## src/hw/rtl/u16u8_pkg.sv

```systemverilog
// ----------------------------------------------------------------------------
// u16u8_pkg
// Shared types, constants and byte-encoding functions for the UTF-16 to UTF-8
// transcoder.
// ----------------------------------------------------------------------------
package u16u8_pkg;

  localparam int CP_W   = 21;             // Unicode scalar value width
  localparam int LEN_W  = 2;              // byte count minus one
  localparam int QDEPTH = 2;              // entries in the front/back queue
  localparam int QPTR_W = (QDEPTH > 1) ? $clog2(QDEPTH) : 1;
  localparam int QCNT_W = $clog2(QDEPTH + 1);

  localparam logic [CP_W-1:0] SUPP_BASE = 21'h10000;
  localparam logic [CP_W-1:0] LIM_1B    = 21'h00080;
  localparam logic [CP_W-1:0] LIM_2B    = 21'h00800;
  localparam logic [CP_W-1:0] LIM_3B    = 21'h10000;

  localparam logic [7:0] LEAD_2B = 8'hC0;
  localparam logic [7:0] LEAD_3B = 8'hE0;
  localparam logic [7:0] LEAD_4B = 8'hF0;
  localparam logic [7:0] CONT_B  = 8'h80;

  // Byte count codes (number of bytes minus one).
  localparam logic [LEN_W-1:0] LEN_ONE   = 2'd0;
  localparam logic [LEN_W-1:0] LEN_TWO   = 2'd1;
  localparam logic [LEN_W-1:0] LEN_THREE = 2'd2;
  localparam logic [LEN_W-1:0] LEN_FOUR  = 2'd3;

  // One decoded code point waiting to be serialized.
  typedef struct packed {
    logic [CP_W-1:0]  cp;
    logic [LEN_W-1:0] len;
    logic             last;
  } q_entry_t;

  // Write side of the queue, driven by the front part.
  typedef struct packed {
    logic     push;
    q_entry_t entry;
  } q_wr_t;

  // Queue occupancy status.
  typedef struct packed {
    logic full;
    logic empty;
  } q_stat_t;

  // Number of UTF-8 bytes minus one for a code point.
  function automatic logic [LEN_W-1:0] u16u8_len(input logic [CP_W-1:0] cp);
    logic [LEN_W-1:0] len;
    if (cp < LIM_1B) begin
      len = LEN_ONE;
    end else if (cp < LIM_2B) begin
      len = LEN_TWO;
    end else if (cp < LIM_3B) begin
      len = LEN_THREE;
    end else begin
      len = LEN_FOUR;
    end
    return len;
  endfunction

  // Byte number idx of the UTF-8 encoding of cp, whose length code is len.
  function automatic logic [7:0] u16u8_byte(input logic [CP_W-1:0]  cp,
                                            input logic [LEN_W-1:0] len,
                                            input logic [LEN_W-1:0] idx);
    logic [LEN_W-1:0] rem;
    logic [7:0]       b;
    rem = len - idx;
    if (idx == '0) begin
      unique case (len)
        LEN_ONE:   b = {1'b0, cp[6:0]};
        LEN_TWO:   b = LEAD_2B | {3'b000, cp[10:6]};
        LEN_THREE: b = LEAD_3B | {4'b0000, cp[15:12]};
        default:   b = LEAD_4B | {5'b00000, cp[20:18]};
      endcase
    end else begin
      unique case (rem)
        2'd0:    b = CONT_B | {2'b00, cp[5:0]};
        2'd1:    b = CONT_B | {2'b00, cp[11:6]};
        default: b = CONT_B | {2'b00, cp[17:12]};
      endcase
    end
    return b;
  endfunction

endpackage

```

## src/hw/rtl/u16u8_front.sv

```systemverilog
// ----------------------------------------------------------------------------
// u16u8_front
// Accepts code units, pairs surrogates and hands decoded code points to the
// queue.
// ----------------------------------------------------------------------------
module u16u8_front (
  input  logic             clk,
  input  logic             rst_n,
  input  logic             in_valid,
  output logic             in_stall,
  input  logic [15:0]      in_code_unit,
  input  logic             in_final_unit,
  input  u16u8_pkg::q_stat_t q_stat,
  output u16u8_pkg::q_wr_t   q_wr
);
  import u16u8_pkg::*;

  logic       pend_valid_r, pend_valid_nxt;
  logic       pend_high_r,  pend_high_nxt;
  logic [9:0] pend_bits_r,  pend_bits_nxt;

  logic            accept;
  logic            is_sur;
  logic            is_low;
  logic            push;
  logic [CP_W-1:0] cp;

  assign in_stall = q_stat.full;
  assign accept   = in_valid && !in_stall;
  assign is_sur   = (in_code_unit[15:11] == 5'b11011);
  assign is_low   = is_sur && in_code_unit[10];

  always_comb begin
    pend_valid_nxt = pend_valid_r;
    pend_high_nxt  = pend_high_r;
    pend_bits_nxt  = pend_bits_r;
    push           = 1'b0;
    cp             = '0;
    if (accept) begin
      if (pend_valid_r) begin
        // The follower is always consumed with the held surrogate.
        pend_valid_nxt = 1'b0;
        push           = 1'b1;
        if (pend_high_r && is_low) begin
          cp = {1'b0, pend_bits_r, in_code_unit[9:0]} + SUPP_BASE;
        end
      end else if (is_sur && !in_final_unit) begin
        pend_valid_nxt = 1'b1;
        pend_high_nxt  = !in_code_unit[10];
        pend_bits_nxt  = in_code_unit[9:0];
      end else if (is_sur) begin
        push = 1'b1;
      end else begin
        push = 1'b1;
        cp   = {5'b00000, in_code_unit};
      end
    end
  end

  assign q_wr.push       = push;
  assign q_wr.entry.cp   = cp;
  assign q_wr.entry.len  = u16u8_len(cp);
  assign q_wr.entry.last = in_final_unit;

  always_ff @(posedge clk) begin
    if (!rst_n) begin
      pend_valid_r <= 1'b0;
    end else begin
      pend_valid_r <= pend_valid_nxt;
    end
    pend_high_r <= pend_high_nxt;
    pend_bits_r <= pend_bits_nxt;
  end

endmodule

```

## src/hw/rtl/u16u8_queue.sv

```systemverilog
// ----------------------------------------------------------------------------
// u16u8_queue
// Short register queue of decoded code points between the front and back.
// ----------------------------------------------------------------------------
module u16u8_queue (
  input  logic                clk,
  input  logic                rst_n,
  input  u16u8_pkg::q_wr_t    q_wr,
  input  logic                q_pop,
  output u16u8_pkg::q_entry_t q_head,
  output u16u8_pkg::q_stat_t  q_stat
);
  import u16u8_pkg::*;

  q_entry_t          mem_r [QDEPTH];
  logic [QPTR_W-1:0] wr_ptr_r, wr_ptr_nxt;
  logic [QPTR_W-1:0] rd_ptr_r, rd_ptr_nxt;
  logic [QCNT_W-1:0] count_r,  count_nxt;

  function automatic logic [QPTR_W-1:0] ptr_inc(input logic [QPTR_W-1:0] p);
    logic [QPTR_W-1:0] n;
    if (p == QPTR_W'(QDEPTH - 1)) begin
      n = '0;
    end else begin
      n = p + 1'b1;
    end
    return n;
  endfunction

  always_comb begin
    wr_ptr_nxt = q_wr.push ? ptr_inc(wr_ptr_r) : wr_ptr_r;
    rd_ptr_nxt = q_pop ? ptr_inc(rd_ptr_r) : rd_ptr_r;
    count_nxt  = count_r;
    if (q_wr.push && !q_pop) begin
      count_nxt = count_r + 1'b1;
    end else if (!q_wr.push && q_pop) begin
      count_nxt = count_r - 1'b1;
    end
  end

  assign q_head       = mem_r[rd_ptr_r];
  assign q_stat.full  = (count_r == QCNT_W'(QDEPTH));
  assign q_stat.empty = (count_r == '0);

  always_ff @(posedge clk) begin
    if (!rst_n) begin
      wr_ptr_r <= '0;
      rd_ptr_r <= '0;
      count_r  <= '0;
    end else begin
      wr_ptr_r <= wr_ptr_nxt;
      rd_ptr_r <= rd_ptr_nxt;
      count_r  <= count_nxt;
    end
    if (q_wr.push) begin
      mem_r[wr_ptr_r] <= q_wr.entry;
    end
  end

endmodule

```

## src/hw/rtl/u16u8_back.sv

```systemverilog
// ----------------------------------------------------------------------------
// u16u8_back
// Serializes the queue head into UTF-8 bytes, one byte per cycle while the
// output is not stalled, through an output register.
// ----------------------------------------------------------------------------
module u16u8_back (
  input  logic                clk,
  input  logic                rst_n,
  input  u16u8_pkg::q_entry_t q_head,
  input  u16u8_pkg::q_stat_t  q_stat,
  output logic                q_pop,
  output logic                out_valid,
  input  logic                out_stall,
  output logic [7:0]          out_byte,
  output logic                out_run_last,
  output logic                out_string_end
);
  import u16u8_pkg::*;

  logic [LEN_W-1:0] idx_r, idx_nxt;
  logic             out_valid_r, out_valid_nxt;
  logic [7:0]       out_byte_r, out_byte_nxt;
  logic             out_run_last_r, out_run_last_nxt;
  logic             out_string_end_r, out_string_end_nxt;

  logic advance;
  logic emit;
  logic at_last;

  assign advance = !out_valid_r || !out_stall;
  assign emit    = advance && !q_stat.empty;
  assign at_last = (idx_r == q_head.len);
  assign q_pop   = emit && at_last;

  always_comb begin
    idx_nxt            = idx_r;
    out_valid_nxt      = out_valid_r;
    out_byte_nxt       = out_byte_r;
    out_run_last_nxt   = out_run_last_r;
    out_string_end_nxt = out_string_end_r;
    if (emit) begin
      out_valid_nxt      = 1'b1;
      out_byte_nxt       = u16u8_byte(q_head.cp, q_head.len, idx_r);
      out_run_last_nxt   = at_last;
      out_string_end_nxt = at_last && q_head.last;
      idx_nxt            = at_last ? '0 : idx_r + 1'b1;
    end else if (advance) begin
      out_valid_nxt = 1'b0;
    end
  end

  always_ff @(posedge clk) begin
    if (!rst_n) begin
      idx_r       <= '0;
      out_valid_r <= 1'b0;
    end else begin
      idx_r       <= idx_nxt;
      out_valid_r <= out_valid_nxt;
    end
    out_byte_r       <= out_byte_nxt;
    out_run_last_r   <= out_run_last_nxt;
    out_string_end_r <= out_string_end_nxt;
  end

  assign out_valid      = out_valid_r;
  assign out_byte       = out_byte_r;
  assign out_run_last   = out_run_last_r;
  assign out_string_end = out_string_end_r;

endmodule

```

## src/hw/rtl/utf16_to_utf8_transcoder.sv

```systemverilog
// ----------------------------------------------------------------------------
// utf16_to_utf8_transcoder
// Streams UTF-16 code units in, UTF-8 bytes out, one per cycle unless stalled.
// ----------------------------------------------------------------------------
// Each accepted item is one UTF-16 code unit plus a flag marking the last unit
// of a string. The block emits one UTF-8 byte per cycle on the output channel
// while the output is not stalled and the queue is not empty: a unit
// outside the surrogate range yields 1, 2 or 3 bytes, a valid high/low
// surrogate pair yields 4 bytes on the second unit, and a held surrogate
// yields none. Any malformed surrogate sequence (a high surrogate not
// followed by a low one, a low surrogate that opens a pair, or a surrogate
// as the last unit of a string) yields a single 0x00 byte, and the follower
// of a held surrogate is always consumed with it. The sustained rate is set
// by the single-byte output port. Input items are accepted back to back
// while the two-entry code point queue has room, so the input side keeps
// working while the output is stalled. out_run_last marks the last byte of
// each item and out_string_end the last byte of an item that carried
// in_final_unit.
// ----------------------------------------------------------------------------
module utf16_to_utf8_transcoder (
  input  logic        clk,
  input  logic        rst_n,
  input  logic        in_valid,
  output logic        in_stall,
  input  logic [15:0] in_code_unit,
  input  logic        in_final_unit,
  output logic        out_valid,
  input  logic        out_stall,
  output logic [7:0]  out_byte,
  output logic        out_run_last,
  output logic        out_string_end
);
  import u16u8_pkg::*;

  q_wr_t    q_wr;
  q_entry_t q_head;
  q_stat_t  q_stat;
  logic     q_pop;

  // The front part pairs surrogates and computes each code point and its
  // UTF-8 length as the item is accepted.
  u16u8_front u_front (
    .clk           (clk),
    .rst_n         (rst_n),
    .in_valid      (in_valid),
    .in_stall      (in_stall),
    .in_code_unit  (in_code_unit),
    .in_final_unit (in_final_unit),
    .q_stat        (q_stat),
    .q_wr          (q_wr)
  );

  // The queue decouples decoding from byte serialization.
  u16u8_queue u_queue (
    .clk    (clk),
    .rst_n  (rst_n),
    .q_wr   (q_wr),
    .q_pop  (q_pop),
    .q_head (q_head),
    .q_stat (q_stat)
  );

  // The back part walks the bytes of the head entry and pops it as the
  // last byte is loaded into the output register.
  u16u8_back u_back (
    .clk            (clk),
    .rst_n          (rst_n),
    .q_head         (q_head),
    .q_stat         (q_stat),
    .q_pop          (q_pop),
    .out_valid      (out_valid),
    .out_stall      (out_stall),
    .out_byte       (out_byte),
    .out_run_last   (out_run_last),
    .out_string_end (out_string_end)
  );

  // The end of a string always closes the run of its item.
  a_end_is_run_last: assert property (@(posedge clk) disable iff (!rst_n)
    out_valid && out_string_end |-> out_run_last)
    else $error("string end without run end");

  // The front never writes into a full queue.
  a_no_overflow: assert property (@(posedge clk) disable iff (!rst_n)
    q_wr.push |-> !q_stat.full)
    else $error("queue overflow");

  // The back never pops an empty queue.
  a_no_underflow: assert property (@(posedge clk) disable iff (!rst_n)
    q_pop |-> !q_stat.empty)
    else $error("queue underflow");

endmodule
```

## config.mk

```make
export PLATFORM = sky130hd
export DESIGN_NAME = utf16_to_utf8_transcoder
export DESIGN_NICKNAME = d
export VERILOG_FILES = /design/src/hw/rtl/u16u8_pkg.sv /design/src/hw/rtl/u16u8_front.sv /design/src/hw/rtl/u16u8_queue.sv /design/src/hw/rtl/u16u8_back.sv /design/src/hw/rtl/utf16_to_utf8_transcoder.sv
export SDC_FILE = /design/constraint.sdc
export NUM_CORES = 1
export LEC_CHECK = 0
export BUFFER_PORTS_ARGS = -buffer_cell sky130_fd_sc_hd__buf_2
export CORE_MARGIN = 1
export CORE_UTILIZATION = 50
export CTS_CLUSTER_SIZE = 28
export DETAILED_ROUTE_END_ITERATION = 16
export PLACE_DENSITY = 0.69
export SETUP_SLACK_MARGIN = 0.3
export SLEW_MARGIN = 40
export SYNTH_ARGS = -nofsm -noshare
export SYNTH_HDL_FRONTEND = slang
export SYNTH_SLANG_ARGS = --single-unit
```

## constraint.sdc

```tcl
create_clock -name clk -period 5.5 [get_ports clk]
set_input_delay 1.1 -clock clk [delete_from_list [all_inputs] [get_ports clk]]
set_output_delay 1.1 -clock clk [all_outputs]
set_load 0.005 [all_outputs]
```

# == After elaboration in Yosys (flattened, before gate mapping) ==
# Memories as Yosys holds them, arrays and structs flattened. A register that Yosys moved wholly into a read port is not among the register bits.
# Cells that the tools add are included.
# totals
register_bits,29
ramBits,48
in_bits,21
output_inout_bits,12
mem_count,1
# classes
add_sub_neg,7
n_lt_le_gt_ge,3
eq_ne,6
muxes,27
bitwise,1
reduce_logical,25
# memory_table
name,words,word_bits,read_ports,rd_clocked_by_memory_dff,write_ports,line,source
u_queue.mem_r,2,24,1,1,1,u16u8_queue.sv:15,q_entry_t mem_r [QDEPTH];
# op_table
op,count
21-bit 2-to-1 mux,4
8-bit case mux with 3 select lines,1
"20-bit by 17-bit adder with 21-bit output, second input constant",1
"21-bit by 12-bit less-than comparator with 1-bit output, second input constant",1
"21-bit by 17-bit less-than comparator with 1-bit output, second input constant",1
"21-bit by 8-bit less-than comparator with 1-bit output, second input constant",1
16-bit 2-to-1 mux,1
1-bit 2-to-1 mux,14
6-bit case mux with 2 select lines,1
2-bit 2-to-1 mux,5
1-bit logical AND,9
1-bit zero test,8
2-bit zero test,4
8-bit 2-to-1 mux,1
"5-bit == test, second input constant",1
"2-bit by 1-bit adder with 2-bit output, second input constant",2
"2-bit by 1-bit == test with 1-bit output, second input constant",2
"2-bit == test, second input constant",2
2-bit nonzero test,2
3-bit AND reduction,1
"1-bit adder, second input constant",2
2-bit == test,1
"2-bit by 1-bit subtractor with 2-bit output, second input constant",1
2-bit subtractor,1
2 further kinds,2

# == Depth between registers and ports, before layout ==
# Gate-level depths: netlist of the first run.
# depth
depth_word,10
depth_mapped,12
depth_no_buf,9

# == By module ==
# A second synthesis of the first run with hierarchy kept.
# hier_totals
cells_unflattened,261
area_unflattened_um2,3678.5
# modules_own_cells
module,instances,cells_per_inst,area_per_inst_um2,seq_area_each_um2
u16u8_queue,1,97,1950.6,1541.5
u16u8_back,1,82,892.1,360.3
u16u8_front,1,82,835.8,350.3

# == Least setup slack after synthesis of the first run ==
# No wires, ideal clock.
# synth_path
path_kind,input port to flip-flop
start,input in_code_unit[11]
end,"memory u_queue.mem_r[0][0] (netlist bit), enable pin"
setup_time_ns,0.408
t_arrival_ns,2.920
slack_ns,2.172
path_stages,3
n_path_buf,0
path_cell_list,and4b_1 > a311oi_2 > nor2b_1
# synth_rtl
item,line,source
start: declaration,utf16_to_utf8_transcoder.sv:25,"input logic [15:0] in_code_unit,"
end: declaration,u16u8_queue.sv:15,

==> flow_summary.yaml, run 1 <==
outcome:
  status: "complete, no violations"
finish:
  fin_util_pct: 59.6
  num_antenna_cells: 0
  area_delta_synth_final_pct: 13.0
  nets: 322
  final.fill_count: 571
  multi_input_area_um2: 1350
  ff_latch_area_um2: 2250
  drive_gt1_share_pct: 25.3
  postLayoutCellArea_um2: 4140
floorplan:
  core-area_um2: 6940
  rows: 30
  die_area_um2: 7670
  io_pins: 33
  fp.dieH_um: 87.6
  initial_core_util_pct: 52.7
  die_w_um: 87.6
critical_path:
  cp.arrival_ns: 3.30
  cp_cell_sequence: "buf_4, mux2i_1, ha_1, inv_1, nor2_1, nand2_1, ha_1, or3_1, a21oi_1"
  crit_path_end_kind: "register"
  critPathKind: "register to register"
  rr_worst_depth: 9
  cp_data_required_time_ns: 5.78
  cp_max_fo: 28
  cpPeakStageDelay_ns: 0.49
  path_common_cell: "ha_1"
  cp-start-kind: "register"
  crit_path_top_delay_cell: "mux2i_1"
clock_network:
  clk_pin_slew_ns: 0.09
  cts_setup_buffers: 0
  clk_latency_ns: 0.35
  cts-root-buf: "clkbuf_8"
  cts_tree: "done"
  cts_max_path_buffers: 2
  cts.repair.resized: 0
  cts_htree_levels: 3
  cts_buffers: 9
  clock-sinks: 78
  cts_hold_buf: 0
placed_design:
  post_dp_cell_area_um2: 3930
  port_buffers: 32
  dp_hpwl_mm: 4.51
  dp_slack_ns: 2.38
  gp_congestion: 0.806
global_routing:
  grt_pass1_wl_mm: 10.2
  first_global_vias: 2095
  grt_max_degree: 29
  antenna_found_initial: 0
  grt_overflow: 0
  grt_usage_pct: 18.5
sta:
  rsz0062_at_grt: "no"
  slew_headroom_pct: 52.7
  timing.setup.tns_ns: 0
  worstMarginPinSlew_ns: 0.706
  hold_viol_final: 0
  finalClockSkew_ns: 0.0113
  period_needed_ns: 3.02
  setup-violations-final: 0
  worst_slack_ns: 2.48
  clock.fmax_ghz: 0.332
  maxSlewViolCount: 0
  fin_crit_sh_pct: 54.8
yosys:
  synth_ff_type: "edfxtp_1"
  postSynthCellCount: 255
  synth_fp_nets: 285
  ys_seq_elements: 78
  avgSynthCellArea_um2: 14.4
  synthArstFlopShare_pct: 0
  yosysUniqueCellTypes: 50
  yosysWarningCount: 0
  synth_area_um2: 3660
  synth_edf_count: 69
  yosysSeqAreaShare_pct: 61.5
power:
  pwr_density_cell_nw_per_um2: 475
  leakage_nw: 1.50
  p_total_mw: 1.96
  vdd_drop_max_v: 0.000173
detailed_routing:
  routed_via_density: 5.42
  vias: 2131
  first_pass_iters: 4
  drt_iter0_drc: 104
  route.detailed.drc: 0
  drtAntennaViolNets: 0
  routed_wl_mm: 6.35
  wl_per_cell_um: 16.2
flow_run:
  drv_cap: 0
hold_path:
  worstHoldPathType: "register to register"
  hold_depth: 2
routing by layer:
layer | vias to the layer above | GRT usage [%] | routed length [µm]
met5 | - | 0 | 0
met4 | 0 | 7.90 | 158
met3 | 15 | 5.37 | 216
met2 | 50 | 27.9 | 2860
met1 | 1014 | 25.3 | 3110
li1 | 1052 | - | -
sequential cells by signal, indices dropped and copies added (netlist names), named ones only:
| register | flops |
|---|---|
| u_back.idx_r | 2 |
| u_back.out_byte | 8 |
| u_back.out_run_last | 1 |
| u_back.out_string_end | 1 |
| u_back.out_valid | 1 |
| u_front.pend_bits_r | 10 |
| u_front.pend_high_r | 1 |
| u_front.pend_valid_r | 1 |
| u_queue.count_r | 2 |
| u_queue.mem_r | 48 |
| u_queue.rd_ptr_r | 1 |
| u_queue.wr_ptr_r | 1 |
through the flow:
step	cells	hold slack, ns
global placement	377	0.455
global route	393	0.517
finish	393	0.474
floorplan	255	0.454
CTS	393	0.476
detailed placement	377	0.466
where the power goes:
group / internal, mW / switching (mW)
sequential: 0.812 / 0.0477
combinational: 0.317 / 0.348
clock: 0.215 / 0.225
synth_stat cells (2+ instances only):
library cell,n,area (µm²)
nor2_1,16,60.1
inv_1,12,45.0
nand2_1,10,37.5
buf_2,2,10.0
clkbuf_1,3,11.3
dfxtp_1,9,180
nor2b_1,6,37.5
a222oi_1,3,30.0
o211ai_1,2,15.0
nand3_1,4,20.0
nor3_1,3,15.0
o21a_1,2,15.0
mux2_2,15,169
o22ai_1,3,18.8
mux4_1,2,52.6
edfxtp_1,69,2070
xor2_1,3,26.3
nand2b_1,2,12.5
mux2i_1,21,210
mux4_2,3,67.6
xnor2_1,3,26.3
and2_1,13,81.3
o31ai_1,2,15.0
ha_1,9,113
o21ai_0,6,30.0
a21oi_1,8,40.0
layout make-up:
| type | count | share of cell area [%] |
|---|---|---|
| multi-input cells | 158 | 32.6 |
| flip-flops and latches | 78 | 54.4 |
| repair buffers | 33 | 4.05 |
| well taps | 96 | 2.90 |
| clock inverters | 7 | 1.94 |
| inverters | 12 | 1.09 |
| clock buffers | 9 | 2.99 |
cell families (layout without fill, tap and decap cells):
| kind of cell | count (synthesis) | after routing | share of synthesized area (%) |
|---|---|---|---|
| and+or+nand+nor | 63 | 63 | 9.06 |
| DFF | 78 | 78 | 61.5 |
| xor gates and xnor gates | 7 | 7 | 2.08 |
| adders and majority gates | 9 | 9 | 3.08 |
| muxes | 44 | 44 | 15.0 |
| buffers and inverters | 19 | 61 | 2.32 |
| AOI/OAI and AO/OA | 35 | 35 | 6.97 |
critical path: cells and delay by family, from the launching register on:
family / cells / cell delay (ns)
simple gates: 3 / 0.67
buf+inv: 2 / 0.58
mux: 1 / 0.49
flops: 1 / 0.32
fa+ha+maj: 2 / 0.76
compound gates: 1 / 0.14
path summary, 6_finish.rpt:
path | startpoint | to | slack, ns
worst min register to register | u_back.out_valid | u_back.out_valid | 0.47
worst max register to register | register | u_queue.count_r[1] | 2.48
worst max-delay path | register | u_queue.count_r[1] | 2.48
worst min-delay path | u_back.out_valid | u_back.out_valid | 0.47
placed cells by master, fill, tap and decap left out, drive strengths merged, types with 2 or more instances in the layout:
master and count:
dfxtp 9, edfxtp 69, o21a 2, nor2b 6
o31ai 2, mux4 5, o22ai 3, nand2b 2
a222oi 3, xor2 3, buf 33, clkbuf 9
clkinvlp 2, xnor2 3, nand2 10, and2 13
o211ai 2, ha 9, nor2 16, inv 15
o21ai 6, nand3 4, a21oi 8, mux2 17
mux2i 22, nor3 3
Power figures use the tool's default switching activity.
==> run 2: changes to the inputs <==
--- a/config.mk
+++ b/config.mk
@@ -10,7 +10,7 @@
 export CORE_UTILIZATION = 50
 export CTS_CLUSTER_SIZE = 28
 export DETAILED_ROUTE_END_ITERATION = 16
-export PLACE_DENSITY = 0.69
+export PLACE_DENSITY = 0.72
 export SETUP_SLACK_MARGIN = 0.3
 export SLEW_MARGIN = 40
 export SYNTH_ARGS = -nofsm -noshare
==> constraint.sdc (replaced) <==
create_clock -name clk -period 2.6 [get_ports clk]
set_input_delay 0.52 -clock clk [delete_from_list [all_inputs] [get_ports clk]]
set_output_delay 0.52 -clock clk [all_outputs]
set_load 0.005 [all_outputs]
==> flow_summary.yaml, run 2 (synthesized netlist as in run 1, its figures left out) <==
detailed_routing:
  vias: 2165
  routed_via_density: 5.36
  wl_per_cell_um: 16.1
  first_pass_iters: 4
  drtAntennaViolNets: 0
  route.detailed.drc: 0
  routed_wl_mm: 6.50
  drt_iter0_drc: 98
critical_path:
  cp_data_required_time_ns: 2.70
  crit_path_end_kind: "register"
  crit_end: "u_back.out_byte[4]"
  cp-start-kind: "register"
  cp_num_cells: 4
  cp.arrival_ns: 2.23
  crit_path_top_delay_cell: "mux4_1"
  crit_buf_inv: 1
  cpPeakStageDelay_ns: 0.59
  r2r_end: "u_back.out_byte[4]"
  ff2ff_setup_slack_ns: 0.47
  critPathKind: "register to register"
  cp_cell_sequence: "buf_4, mux4_1, mux2_4, o22a_1"
  rr_worst_depth: 4
  cp_max_fo: 25
  path_delay_family: "multiplexers"
hold_path:
  worstHoldPathType: "primary input to register"
  hp-start: "in_code_unit[1]"
sta:
  hold_viol_final: 0
  hold_ws_ns: 0.357
  period_needed_ns: 2.13
  rsz0062_at_grt: "no"
  fin_crit_sh_pct: 81.8
  maxSlewViolCount: 0
  slew_headroom_pct: 63.2
  timing.setup.tns_ns: 0
  setup-violations-final: 0
  worstMarginPinSlew_ns: 0.546
  clock.fmax_ghz: 0.470
  finalClockSkew_ns: 0.0105
clock_network:
  cts-root-buf: "clkbuf_8"
  clock-sinks: 78
  clk_latency_ns: 0.34
  cts_tree: "done"
  cts_max_path_buffers: 2
  cts_htree_levels: 3
  clk_pin_slew_ns: 0.08
  cts_buffers: 9
global_routing:
  grt_overflow: 0
  grt_pass1_wl_mm: 10.4
  grt_max_degree: 26
  antenna_found_initial: 0
  first_global_vias: 2086
  grt_usage_pct: 18.7
finish:
  layout_common_cells: "edfxtp_1, buf_2, mux2i_1, nor2_1, mux2_2"
  nets: 333
  area_delta_synth_final_pct: 16.8
  layout_commonest_cell: "edfxtp_1"
  largest_register_ffs: 48
  drive_gt1_share_pct: 28.6
  num_antenna_cells: 0
  top_register: "u_queue.mem_r"
  postLayoutCellArea_um2: 4280
  fin_util_pct: 61.6
placed_design:
  dp_hpwl_mm: 4.75
  post_dp_cell_area_um2: 4030
  port_buffers: 32
  gp_congestion: 0.797
floorplan:
  die_area_um2: 7670
  initial_core_util_pct: 52.7
  io_pins: 33
  die_w_um: 87.6
  fp.dieH_um: 87.6
  rows: 30
  core-area_um2: 6940
power:
  leakage_nw: 1.57
  p_total_mw: 4.35
  pwr_density_cell_nw_per_um2: 1020
  vdd_drop_max_v: 0.000422
flow_run:
  drv_cap: 0
outcome:
  status: "complete, no violations"
run 2: routing by layer:
| layer | vias to the layer above | track usage [%] | routed length [µm] |
|---|---|---|---|
| met4 | 0 | 6.26 | 85 |
| met5 | - | 0 | 0 |
| li1 | 1079 | - | - |
| met3 | 7 | 4.34 | 217 |
| met1 | 1031 | 25.7 | 3110 |
| met2 | 48 | 29.8 | 3090 |
run 2: what timing repair did:
| item | 4_1_cts | 5_1_grt |
|---|---|---|
| resized for setup | 1 | 0 |
| gates cloned | 0 | 0 |
| endpoints found under the setup margin | 1 | 1 |
| pin swaps | 0 | 0 |
| buffers inserted | 0 | 3 |
| hold endpoints to repair | 0 | 0 |
| hold buffers | 0 | 0 |
run 2: worst register-to-register path: cells and delay by family (launching register included):
family	cells	cell delay, ns
buf+inv	1	0.38
compound gates	1	0.19
flops	1	0.43
mux	2	0.88
run 2: per-stage QoR:
step / instances / setup WS [ns]
2_1_floorplan: 255 / 0.181
3_3_place_gp: 385 / 0.379
3_5_place_dp: 385 / 0.327
4_1_cts: 401 / 0.419
5_1_grt: 404 / 0.319
6_report: 404 / 0.473
run 2: cell type report:
class,count,area [µm²]
clock buffers,9,124
flip-flops and latches,78,2250
clock inverters,7,97.6
multi-input cells,158,1360
repair buffers,44,275
inverters,12,45.0
well taps,96,120
fillers,527,2670
run 2: worst min-delay path by stage:
| stage | slack [ns] | depth (start not counted) | end |
|---|---|---|---|
| CTS | 0.34 | 1 | u_front.pend_bits_r[1] |
| global placement | 0.46 | 2 | u_back.out_valid |
| floorplan | 0.46 | 2 | register |
| global route | 0.34 | 1 | u_front.pend_bits_r[1] |
| detailed placement | 0.48 | 2 | u_back.out_valid |
| finish | 0.36 | 1 | u_front.pend_bits_r[1] |
run 2: where the power goes:
group / internal (mW) / total (mW) / switching [mW]
clock network: 0.543 / 0.991 / 0.447
registers: 1.72 / 1.83 / 0.116
logic: 0.771 / 1.52 / 0.752
